--- src/pohv_pkg.sv ---
// shared types and constants for the plane offset histogram vote block
`default_nettype none
package pohv_pkg;

  // input action codes
  localparam logic [1:0] ACT_VOTE   = 2'd0;
  localparam logic [1:0] ACT_FINISH = 2'd1;
  localparam logic [1:0] ACT_SHIFT  = 2'd2;

  // result kind codes
  localparam logic KIND_VOTE  = 1'b0;
  localparam logic KIND_SHIFT = 1'b1;

  // configuration register indexes
  localparam logic [7:0] REG_NORMAL_X = 8'd0;
  localparam logic [7:0] REG_NORMAL_Y = 8'd1;
  localparam logic [7:0] REG_NORMAL_Z = 8'd2;
  localparam logic [7:0] REG_OFFSET   = 8'd3;

  // axis select for the shared multiplier
  localparam logic [1:0] AXIS_X = 2'd0;
  localparam logic [1:0] AXIS_Y = 2'd1;
  localparam logic [1:0] AXIS_Z = 2'd2;

  // distance accumulator at q.32: three 50-bit products plus offset << 16
  localparam int ACC_W  = 52;
  // magnitude bits of a positive distance
  localparam int MAG_W  = 50;
  // bin index before range check: (mag * 200) >> 32
  localparam int BINX_W = MAG_W + 8 - 32;
  // peak distance, unsigned with 16 fraction bits (q5.16), for up to 4096 bins
  localparam int DIST_W = 21;

  // one bin step is 0.005 m = 32768 / 100 in q16.16
  localparam logic [DIST_W-1:0] STEP_Q   = 21'd327;
  localparam logic [7:0]        STEP_R   = 8'd68;
  localparam logic [7:0]        DIV_BASE = 8'd100;
  localparam logic [7:0]        ROUND_R0 = 8'd50;

  typedef enum logic [3:0] {
    ST_CLEAR,
    ST_IDLE,
    ST_VMUL,
    ST_VBIN,
    ST_VRD,
    ST_VWR,
    ST_SCAN,
    ST_SCAN_END,
    ST_DMUL,
    ST_LOAD
  } state_t;

  typedef struct packed {
    logic       capture;
    logic       clear_wr;
    logic       scan_rd;
    logic       mul_en;
    logic [1:0] mul_sel;
    logic       mul_dist;
    logic       acc_init;
    logic       acc_add;
    logic       bin_en;
    logic       vote_rd;
    logic       vote_wr;
    logic       disp_en;
    logic [1:0] disp_sel;
    logic       off_commit;
    logic       out_load;
  } cmd_t;

  typedef struct packed {
    logic [1:0] action;
    logic       cnt_last;
    logic       out_free;
  } status_t;

endpackage
`default_nettype wire

--- src/pohv_ctrl.sv ---
// controller state machine sequencing votes, the finish scan and result loads
`default_nettype none
module pohv_ctrl
  import pohv_pkg::*;
(
  input  wire logic    clk,
  input  wire logic    rst_n,
  input  wire logic    in_tvalid,
  output logic         in_tready,
  input  wire status_t status,
  output cmd_t         cmd
);

  state_t     state_r, state_nxt;
  logic [1:0] step_r, step_nxt;

  // state and step registers
  always_ff @(posedge clk) begin
    if (!rst_n) begin
      state_r <= ST_CLEAR;
      step_r  <= 2'd0;
    end else begin
      state_r <= state_nxt;
      step_r  <= step_nxt;
    end
  end

  // next state
  always_comb begin
    state_nxt = state_r;
    step_nxt  = 2'd0;
    case (state_r)
      ST_CLEAR: begin
        if (status.cnt_last) state_nxt = ST_IDLE;
      end
      ST_IDLE: begin
        if (in_tvalid) begin
          case (status.action)
            ACT_VOTE:   state_nxt = ST_VMUL;
            ACT_FINISH: state_nxt = ST_SCAN;
            ACT_SHIFT:  state_nxt = ST_LOAD;
            default:    state_nxt = ST_IDLE;
          endcase
        end
      end
      ST_VMUL: begin
        step_nxt = step_r + 2'd1;
        if (step_r == 2'd3) state_nxt = ST_VBIN;
      end
      ST_VBIN:     state_nxt = ST_VRD;
      ST_VRD:      state_nxt = ST_VWR;
      ST_VWR:      state_nxt = ST_IDLE;
      ST_SCAN: begin
        if (status.cnt_last) state_nxt = ST_SCAN_END;
      end
      ST_SCAN_END: state_nxt = ST_DMUL;
      ST_DMUL: begin
        step_nxt = step_r + 2'd1;
        if (step_r == 2'd3) state_nxt = ST_LOAD;
      end
      ST_LOAD: begin
        if (status.out_free) state_nxt = ST_IDLE;
      end
      default: state_nxt = ST_IDLE;
    endcase
  end

  // commands to the datapath
  always_comb begin
    cmd       = '0;
    in_tready = 1'b0;
    case (state_r)
      ST_CLEAR: cmd.clear_wr = 1'b1;
      ST_IDLE: begin
        in_tready   = 1'b1;
        cmd.capture = in_tvalid;
      end
      ST_VMUL: begin
        cmd.mul_en   = (step_r != 2'd3);
        cmd.mul_sel  = step_r;
        cmd.acc_init = (step_r == 2'd0);
        cmd.acc_add  = (step_r != 2'd0);
      end
      ST_VBIN: cmd.bin_en  = 1'b1;
      ST_VRD:  cmd.vote_rd = 1'b1;
      ST_VWR:  cmd.vote_wr = 1'b1;
      ST_SCAN: cmd.scan_rd = 1'b1;
      ST_SCAN_END: cmd = '0;
      ST_DMUL: begin
        cmd.mul_en     = (step_r != 2'd3);
        cmd.mul_sel    = step_r;
        cmd.mul_dist   = 1'b1;
        cmd.off_commit = (step_r == 2'd0);
        cmd.disp_en    = (step_r != 2'd0);
        cmd.disp_sel   = step_r - 2'd1;
      end
      ST_LOAD: cmd.out_load = status.out_free;
      default: cmd = '0;
    endcase
  end

  // a finish word starts the bin scan
  a_finish_scan: assert property (@(posedge clk) disable iff (!rst_n)
    (state_r == ST_IDLE && in_tvalid && status.action == ACT_FINISH) |=> state_r == ST_SCAN)
    else $error("finish word did not start the scan");

  // the scan ends after the last bin address
  a_scan_end: assert property (@(posedge clk) disable iff (!rst_n)
    (state_r == ST_SCAN && status.cnt_last) |=> state_r == ST_SCAN_END)
    else $error("scan ran past the last bin");

  // a vote write always follows its bin read
  a_vote_rmw: assert property (@(posedge clk) disable iff (!rst_n)
    cmd.vote_wr |-> $past(cmd.vote_rd))
    else $error("vote write without a preceding read");

endmodule
`default_nettype wire

--- config.mk ---
export PLATFORM = sky130hd
export DESIGN_NAME = pohv_ctrl
export DESIGN_NICKNAME = d
export VERILOG_FILES = /design/src/pohv_pkg.sv /design/src/pohv_ctrl.sv
export SDC_FILE = /design/constraint.sdc
export NUM_CORES = 1
export LEC_CHECK = 0
export BUFFER_PORTS_ARGS = -buffer_cell sky130_fd_sc_hd__buf_2
export CORE_AREA = 2 2 39 41
export DETAILED_ROUTE_END_ITERATION = 6
export DIE_AREA = 0 0 41 43
export PLACE_DENSITY_LB_ADDON = 0.12
export SLEW_MARGIN = 40
export SYNTH_ARGS = -nofsm -noshare
export SYNTH_HDL_FRONTEND = slang
export SYNTH_SLANG_ARGS = --single-unit
--- constraint.sdc ---
create_clock -name clk -period 3 [get_ports clk]
set_clock_uncertainty 0.05 [all_clocks]
set_input_delay 0.3 -clock clk [delete_from_list [all_inputs] [get_ports clk]]
set_output_delay 0.3 -clock clk [all_outputs]
set_load 0.1 [all_outputs]
==> impl_metrics.yaml, run 1 <==
synth:
  synthMuxAreaShare_pct: 6.31
  synth_area_per_cell_sq_um: 7.47
  synth-adder-area-share_pct: 4.85
  yosysWarnings: 0
  synthCells: 69
  synth.cell_area_sq_um: 515
  synth-xor-area-share_pct: 1.70
  synth-edff-count: 0
  async_flop_share_pct: 0
  synth.distinct_cells: 31
  synth_seq_cells: 6
  synth-compound-area-share_pct: 13.8
  yosysSeqAreaShare_pct: 23.3
  synthSimpleGateAreaFrac_pct: 42.5
  syn_nets: 78
  synth_flop_cell: "dfxtp_1"
  synth_top_family_by_area: "simple AND/OR/NAND/NOR gates"
setup_path:
  crit_buf_inv: 1
  worstPathRequired_ns: 2.65
  worst_path_max_delay_cell: "dfxtp_1"
  r2r_slack_ns: 1.24
  slowest_delay_ns: 0.63
  crit_path_end_kind: "output pin"
  crit_chain: "nand2b_1, nor4b_2, buf_2"
  cp_num_cells: 3
  crit_fanout: 15
  cp.arrival_ns: 1.90
  ff2ff_path_depth: 4
  timing.rr.end: "state_r[0]$_SDFFE_PN0P_"
  crit_family: "flip-flops"
  path_class: "flip-flop to output pin"
  worst_setup_path_start_kind: "flip-flop"
  r2r_start: "state_r[2]$_SDFFE_PN0P_"
pwr:
  p_clk_share_pct: 21.9
  switching_share_pct: 48.9
  power_frac_comb_pct: 46.6
  power_density_nw_per_um2: 472
  ir_drop_mv: 0.236
  p_leak_uw: 0.000341
  switchingPower_uw: 157
  power_frac_seq_pct: 31.5
  p_int_uw: 164
route:
  dr.first_iter.drc_count: 10
  drt_wl_total_um: 1260
  vias_per_cell: 5.33
  wl_per_cell_um: 11.6
  via_count: 576
  detail_route.first_pass.iterations: 4
  drtAntennaViolNets: 0
  drc_errors: 0
clock_tree:
  htree_levels: 1
  cts.repair.resized: 0
  cts_made_buffers: 3
  path_clk_slew_ns: 0.04
  tritoncts: "yes"
  cts.sinks: 6
  cts_setup_buffers: 0
  clkLatencyLatePin_ns: 0.24
  root_buffer: "clkbuf_4"
  ctsHoldBuffers: 0
  clk_path_buf_depth: 2
timing:
  tightest_slew_ns: 0.529
  hold_viol_final: 0
  slew_headroom_pct: 64.7
  fin_crit_sh_pct: 74.9
  clock.fmax_ghz: 0.445
  drv_slew: 0
  finalCriticalPeriod_ns: 2.25
  grt_setup_unrepaired: "false"
  setup_viol: 0
global_route:
  grt-ovfl-total: 0
  grt_pass1_vias: 440
  grt_max_degree: 17
  grt_usage_pct: 15.4
  antenna_found_initial: 0
  grt_pass1_wl_um: 1880
final_layout:
  area_growth_pct: 31.8
  num_antenna_cells: 0
  drive_gt1_share_pct: 34.8
  mostFrequentLayoutCells: "buf_2, nor2_1, inv_1, dfxtp_1, nand2_1"
  nets: 103
  layout_commonest_cell: "buf_2"
  fin_util_pct: 49.1
  final_cell_area_sq_um: 679
min_path:
  hold_end: "state_r[0]$_SDFFE_PN0P_"
  min_from: "rst_n"
  min-delay-path-class: "input port to flip-flop"
  min_path_cells: 2
die:
  rows: 14
  die_area_sq_um: 1760
  num_io_pins: 25
  die_w_um: 41
  placeableCoreArea_sq_um: 1380
  die-height_um: 43
  start_util_pct: 37.3
placement:
  io_buffers: 24
  place_congestion: 0.746
  post_dp_cell_area_sq_um: 657
  hpwl_um: 957
job:
  cap_violations: 0
outcome:
  status: "completed"
through the flow:
step	TNS [ns]	instances	total power [uW]	hold slack, ns	setup WS [ns]
2_1_floorplan	-3.73	69	228	0.381	-0.878
3_3_place_gp	0	105	252	0.533	1.01
3_5_place_dp	0	105	252	0.533	1.02
4_1_cts	0	108	327	0.297	0.748
5_1_grt	0	108	341	0.308	0.622
6_report	0	108	321	0.304	0.754
cell usage after synthesis, types with 2 or more instances:
cell type / instances / area [sq um]
ha_1: 2 / 25.0
nor2_1: 8 / 30.0
and3_1: 3 / 18.8
nor4_1: 5 / 31.3
nor4b_1: 2 / 17.5
clkbuf_1: 3 / 11.3
nor3_1: 4 / 20.0
a31oi_1: 2 / 12.5
o21ai_0: 2 / 10.0
inv_1: 6 / 22.5
nand2b_1: 3 / 18.8
dfxtp_1: 6 / 120
nand2_1: 5 / 18.8
sequential cells by signal (all words and copies together), names as in the netlist:
name,cells
state_r,4
step_r,2
kinds of logic (layout without fill, tap and decap cells):
family | after synthesis | in the layout
AO/OA/AOI/OAI | 9 | 9
adder cells (fa/ha/maj) | 2 | 2
flip-flops | 6 | 6
AND/OR/NAND/NOR | 38 | 38
XOR/XNOR | 1 | 1
buffers and inverters | 10 | 33
multiplexers | 3 | 3
per-layer routing:
metal	global-route usage (%)	share of wire [%]	up-vias
li1	-	-	300
met2	21.9	49	13
met4	8.00	0	0
met3	3.14	4.1	0
met5	0	0	-
met1	21.0	47	263
worst max path at each step:
stage	start	to
2_1_floorplan	state_r[3]$_SDFFE_PN0P_	cmd[11]
3_3_place_gp	state_r[0]$_SDFFE_PN0P_	cmd[16]
3_5_place_dp	state_r[1]$_SDFFE_PN0P_	cmd[9]
4_1_cts	state_r[1]$_SDFFE_PN0P_	cmd[9]
5_1_grt	state_r[1]$_SDFFE_PN0P_	cmd[9]
6_report	state_r[1]$_SDFFE_PN0P_	cmd[9]
layout make-up:
cell class,instances,area (sq um)
fillers,151,704
multi-input cells,53,374
flip-flops and latches,6,120
repair buffers,24,120
clock buffers,3,22.5
inverters,6,22.5
well taps,16,20.0
power groups by stage:
| stage | clock, uW | sequential (uW) | combinational (uW) |
|---|---|---|---|
| 3_5_place_dp | 0 | 103 | 150 |
| 2_1_floorplan | 0 | 90.5 | 138 |
| 3_3_place_gp | 0 | 103 | 149 |
| 6_report | 70.3 | 101 | 150 |
| 5_1_grt | 81.1 | 103 | 157 |
| 4_1_cts | 76.1 | 101 | 150 |
(Power assumes the default switching activity.)
==> inputs of run 2 (changes only) <==
--- a/config.mk
+++ b/config.mk
@@ -5,10 +5,10 @@
 export SDC_FILE = /design/constraint.sdc
 export NUM_CORES = 1
 export LEC_CHECK = 0
+export ABC_AREA = 1
 export BUFFER_PORTS_ARGS = -buffer_cell sky130_fd_sc_hd__buf_2
-export CORE_AREA = 2 2 39 41
+export CORE_UTILIZATION = 40
 export DETAILED_ROUTE_END_ITERATION = 6
-export DIE_AREA = 0 0 41 43
 export PLACE_DENSITY_LB_ADDON = 0.12
 export SLEW_MARGIN = 40
 export SYNTH_ARGS = -nofsm -noshare
==> constraint.sdc (replaced) <==
create_clock -name clk -period 2 [get_ports clk]
set_clock_uncertainty 0.05 [all_clocks]
set_input_delay 0.2 -clock clk [delete_from_list [all_inputs] [get_ports clk]]
set_output_delay 0.2 -clock clk [all_outputs]
set_load 0.1 [all_outputs]
==> run 2 against run 1 <==
Effect of this change:
- clock-buffer cell count unchanged
- via count is 16% higher
- critical endpoint is now cmd[14]
- setup slack got worse by 0.66 ns
- non-clock buffer count did not move
- area after synthesis increased by 6.1%
- largest cell class unchanged
- synthesized cell count grew 46%
- critical path type unchanged
==> impl_metrics.yaml, run 2 <==
setup_path:
  ff2ff_path_depth: 7
  timing.rr.end: "state_r[2]$_SDFFE_PN0P_"
  path_class: "flip-flop to output pin"
  worst_path_max_delay_cell: "dfxtp_1"
  r2r_slack_ns: 0.49
  crit_buf_inv: 3
  cp.arrival_ns: 1.66
  worst_setup_path_start_kind: "flip-flop"
  worstPathRequired_ns: 1.75
  r2r_start: "state_r[2]$_SDFFE_PN0P_"
  crit_chain: "inv_1, nor2_1, nand2_1, inv_1, buf_2"
  crit_fanout: 5
  slowest_delay_ns: 0.48
  crit_family: "buffers and inverters"
  crit_top_cell: "inv_1"
  crit_path_end_kind: "output pin"
synth:
  synth-adder-area-share_pct: 4.58
  synth-xor-area-share_pct: 0
  yosysTopAreaCell: "dfxtp_1"
  synth_top_family_by_area: "simple AND/OR/NAND/NOR gates"
  synth_common_cells: "nand2_1, nor2_1, inv_1, nand3_1, dfxtp_1"
  synth.distinct_cells: 17
  syn_nets: 110
  synth_area_per_cell_sq_um: 5.41
  synth_flop_cell: "dfxtp_1"
  async_flop_share_pct: 0
  synth_seq_cells: 6
  synth-edff-count: 0
  synth_top_area_share_pct: 22.0
  synth-compound-area-share_pct: 4.35
  synthSimpleGateAreaFrac_pct: 54.7
  synthMuxAreaShare_pct: 0
  yosys-top-cells-area: "dfxtp_1, nand2_1, nor2_1"
  yosysWarnings: 0
  yosysSeqAreaShare_pct: 22.0
  synthCells: 101
  synth.cell_area_sq_um: 547
placement:
  hpwl_um: 1050
  post_dp_cell_area_sq_um: 747
  io_buffers: 24
  place_congestion: 0.812
global_route:
  grt_max_degree: 9
  antenna_found_initial: 0
  grt_pass1_wl_um: 1970
  grt_usage_pct: 19.4
  grt-ovfl-total: 0
  grt_pass1_vias: 500
route:
  drc_errors: 0
  detail_route.first_pass.iterations: 4
  drt_wl_total_um: 1290
  via_count: 669
  drtAntennaViolNets: 0
  wl_per_cell_um: 9.11
  dr.first_iter.drc_count: 12
  vias_per_cell: 4.71
min_path:
  min-delay-path-class: "input port to flip-flop"
  hold_end: "state_r[1]$_SDFFE_PN0P_"
  min_from: "rst_n"
  min_path_cells: 3
final_layout:
  largestRegisters: "state_r: 4 flops, step_r: 2 flops"
  num_antenna_cells: 0
  largest_register_ffs: 4
  final_cell_area_sq_um: 790
  nFillCells: 117
  mostFrequentLayoutCells: "nand2_1, inv_1, nor2_1"
  drive_gt1_share_pct: 35.2
  nets: 139
  regMostFlops: "state_r"
  layout_commonest_cell: "nand2_1"
  area_growth_pct: 44.4
die:
  start_util_pct: 46.1
  die_area_sq_um: 1520
  num_io_pins: 25
  placeableCoreArea_sq_um: 1190
  die_w_um: 39.0
  rows: 12
  die-height_um: 39.0
clock_tree:
  tritoncts: "yes"
  path_clk_slew_ns: 0.05
  clk_path_buf_depth: 2
  cts_made_buffers: 3
  clkLatencyLatePin_ns: 0.24
  cts.sinks: 6
  htree_levels: 1
  root_buffer: "clkbuf_4"
timing:
  tightest_slew_ns: 0.484
  slew_headroom_pct: 67.9
  setup_viol: 0
  tns_ns: 0
  drv_slew: 0
  hold_viol_final: 0
  finalCriticalPeriod_ns: 1.91
  holdWs_ns: 0.179
  fin_crit_sh_pct: 95.3
  clock.fmax_ghz: 0.525
job:
  cap_violations: 0
outcome:
  status: "completed"
[run 2: changes by cell type in the layout (fill, tap and decap cells not counted), sizes merged, moves of 4 or more]
| cell | change |
|---|---|
| buf | -6 |
| inv | +15 |
| nor2 | +21 |
| nand2 | +22 |
| nor4 | -4 |
| nand3 | +8 |
| clkbuf | +6 |
[run 2: logic make-up (layout without fill, tap and decap cells)]
logic type,after synthesis,count (layout)
flops,6,6
fa+ha+maj,2,2
buf+inv,21,48
compound gates,4,4
simple gates,68,68
[run 2: per-stage QoR]
step | setup WS (ns) | std cells | util (%)
global placement | 0.319 | 139 | 63.0
CTS | 0.0551 | 142 | 64.9
global route | -0.00772 | 142 | 66.6
floorplan | -0.268 | 101 | -
detailed placement | 0.322 | 139 | 63.0
finish | 0.0939 | 142 | 66.6
[run 2: worst max-delay path by stage]
stage                   end  slack (ns)                     from  depth (start not counted)
global route        cmd[14]      -0.008  state_r[2]$_SDFFE_PN0P_                          5
CTS                  cmd[6]        0.06  state_r[2]$_SDFFE_PN0P_                          5
finish              cmd[14]        0.09  state_r[2]$_SDFFE_PN0P_                          5
global placement     cmd[6]        0.32  state_r[2]$_SDFFE_PN0P_                          5
floorplan            cmd[8]       -0.27  state_r[2]$_SDFFE_PN0P_                          3
detailed placement   cmd[6]        0.32  state_r[2]$_SDFFE_PN0P_                          5
[run 2: worst reg2reg max path, cell delays in order, from the launching register on]
cell     delay [ns]
dfxtp_1        0.48
inv_1          0.12
nor2_1         0.24
nand2_1        0.11
nand2_1        0.11
nand2_4        0.08
a21oi_1        0.16
nor2_1         0.06
[run 2: timing repair]
action,in CTS,in global routing
resized for setup,0,8
setup endpoints to repair,0,12
hold buffers,0,0
buffers inserted,0,0
[run 2: area by class of cell]
class                           count  area, sq um  area share, %
Tap cell                           14         17.5           2.22
Sequential cell                     6          120           15.2
Multi-Input combinational cell     74          385           48.8
Timing Repair Buffer               24          165           20.9
Inverter                           21         78.8           9.98
Clock buffer                        3         22.5           2.85
[run 2: layer usage]
metal  share of wire [%]  up-vias  GRT usage [%]
met5                   0        -              0
met1                  47      287           25.7
met2                  48       21           29.2
met3                 4.7        0           3.47
met4                   0        0           10.3
li1                    -      361              -
Power of run 2 is left out: the tool's default activity adds up to more than one toggle a clock period on the data nets, which glitch-free logic cannot reach.
==> inputs of run 3 (changes only) <==
--- a/config.mk
+++ b/config.mk
@@ -7,8 +7,9 @@
 export LEC_CHECK = 0
 export ABC_AREA = 1
 export BUFFER_PORTS_ARGS = -buffer_cell sky130_fd_sc_hd__buf_2
-export CORE_UTILIZATION = 40
+export CORE_AREA = 2 2 39 41
 export DETAILED_ROUTE_END_ITERATION = 6
+export DIE_AREA = 0 0 41 43
 export PLACE_DENSITY_LB_ADDON = 0.12
 export SLEW_MARGIN = 40
 export SYNTH_ARGS = -nofsm -noshare
==> constraint.sdc (replaced) <==
create_clock -name clk -period 2.23 [get_ports clk]
set_clock_uncertainty 0.05 [all_clocks]
set_input_delay 0.223 -clock clk [delete_from_list [all_inputs] [get_ports clk]]
set_output_delay 0.223 -clock clk [all_outputs]
set_load 0.1 [all_outputs]
==> run 3 against run 2 <==
Effect of this change:
- cell area is 4.3% lower
- die area is 16% higher
- first-iteration DRC count is 17% lower
- global-route usage is 1.0 points lower
- clock-buffer cell count stayed put
- via count is 2.5% lower
- worst hold slack better by 0.026 ns
- critical path depth is 2 higher
- routed wire length is 1.3% higher
- sequential share of layout area is 0.68 points higher
- critical path type unchanged
- core utilization is 12 points lower
- cell count is 2.1% higher
==> impl_metrics.yaml, run 3 (synthesis results as in run 2) <==
outcome:
  status: "completed"
route:
  dr.first_iter.drc_count: 10
  vias_per_cell: 4.50
  via_count: 652
  drc_errors: 0
  detail_route.first_pass.iterations: 4
  drt_wl_total_um: 1310
  wl_per_cell_um: 9.04
  drtAntennaViolNets: 0
clock_tree:
  tritoncts: "yes"
  cts_made_buffers: 3
  clkLatencyLatePin_ns: 0.24
  path_clk_slew_ns: 0.04
  cts_setup_buffers: 0
  htree_levels: 1
  cts.repair.resized: 0
  clk_path_buf_depth: 2
  root_buffer: "clkbuf_4"
  cts.sinks: 6
  ctsHoldBuffers: 0
timing:
  drv_slew: 0
  tns_ns: 0
  tightest_slew_ns: 0.486
  holdWs_ns: 0.205
  grt_setup_unrepaired: "false"
  fin_crit_sh_pct: 91.0
  hold_viol_final: 0
  slew_headroom_pct: 67.8
  finalCriticalPeriod_ns: 2.03
  clock.fmax_ghz: 0.493
  setup_viol: 0
job:
  cap_violations: 0
final_layout:
  drive_gt1_share_pct: 37.2
  largestRegisters: "state_r: 4 flops, step_r: 2 flops"
  area_growth_pct: 38.2
  nets: 140
  fin_util_pct: 54.6
  num_antenna_cells: 0
  layout_commonest_cell: "nand2_1"
  regMostFlops: "state_r"
  mostFrequentLayoutCells: "nand2_1, buf_2, inv_1"
  largest_register_ffs: 4
global_route:
  antenna_found_initial: 0
  grt_pass1_vias: 518
  grt_max_degree: 9
  grt_usage_pct: 18.3
  grt-ovfl-total: 0
  grt_pass1_wl_um: 2160
die:
  die_w_um: 41
  die-height_um: 43
  start_util_pct: 39.5
  die_area_sq_um: 1760
  rows: 14
  placeableCoreArea_sq_um: 1380
  num_io_pins: 25
setup_path:
  worstPathRequired_ns: 1.96
  crit_chain: "inv_1, nor2_2, nand2_1, nand2_1, inv_1, nor2_2, clkbuf_4"
  crit_path_end_kind: "output pin"
  crit_fanout: 7
  crit_family: "simple AND/OR/NAND/NOR gates"
  slowest_delay_ns: 0.38
  path_class: "flip-flop to output pin"
  worst_path_max_delay_cell: "dfxtp_1"
  cp.arrival_ns: 1.76
  worst_setup_path_start_kind: "flip-flop"
  crit_buf_inv: 3
min_path:
  min-delay-path-class: "input port to flip-flop"
placement:
  io_buffers: 24
  hpwl_um: 1110
  place_congestion: 0.834
-- run 3: path summary, 6_finish.rpt --
path	cells after the start	endpoint	startpoint	slack [ns]
hold / removal	3	state_r[1]$_SDFFE_PN0P_	rst_n	0.21
hold reg to reg	1	step_r[0]$_SDFF_PN0_	step_r[0]$_SDFF_PN0_	0.42
setup / recovery	7	cmd[11]	state_r[3]$_SDFFE_PN0P_	0.20
setup reg to reg	7	state_r[3]$_SDFFE_PN0P_	state_r[0]$_SDFFE_PN0P_	0.75
-- run 3: layout make-up --
type | instances | area [sq um]
Clock buffer | 3 | 22.5
Fill cell | 158 | 628
Inverter | 21 | 78.8
Multi-Input combinational cell | 74 | 382
Sequential cell | 6 | 120
Tap cell | 16 | 20.0
Timing Repair Buffer | 25 | 133
-- run 3: through the flow --
step | std cells | cell area (sq um) | setup WS, ns
after floorplan | 101 | 581 | -0.241
after global placement | 142 | 728 | 0.398
after detailed placement | 142 | 728 | 0.376
after CTS | 145 | 751 | 0.0970
after global routing | 145 | 756 | 0.0446
final | 145 | 756 | 0.201
-- run 3: routing by layer --
| layer | track usage (%) | up-vias | wire [um] |
|---|---|---|---|
| met5 | 0 | - | 0 |
| met4 | 12.0 | 0 | 0 |
| met3 | 3.14 | 0 | 70 |
| met2 | 22.5 | 20 | 610 |
| met1 | 28.0 | 271 | 630 |
| li1 | - | 361 | - |
-- run 3: worst register-to-register path, cell delays in order, from the launching register on --
cell and delay [ns]:
dfxtp_1 0.49, nor2_1 0.14, nand2_1 0.27, nand2_1 0.08, nor2_1 0.14, nand3_1 0.09, nand2_1 0.07, nor2_1 0.04
Power of run 3 is left out for the same reason.
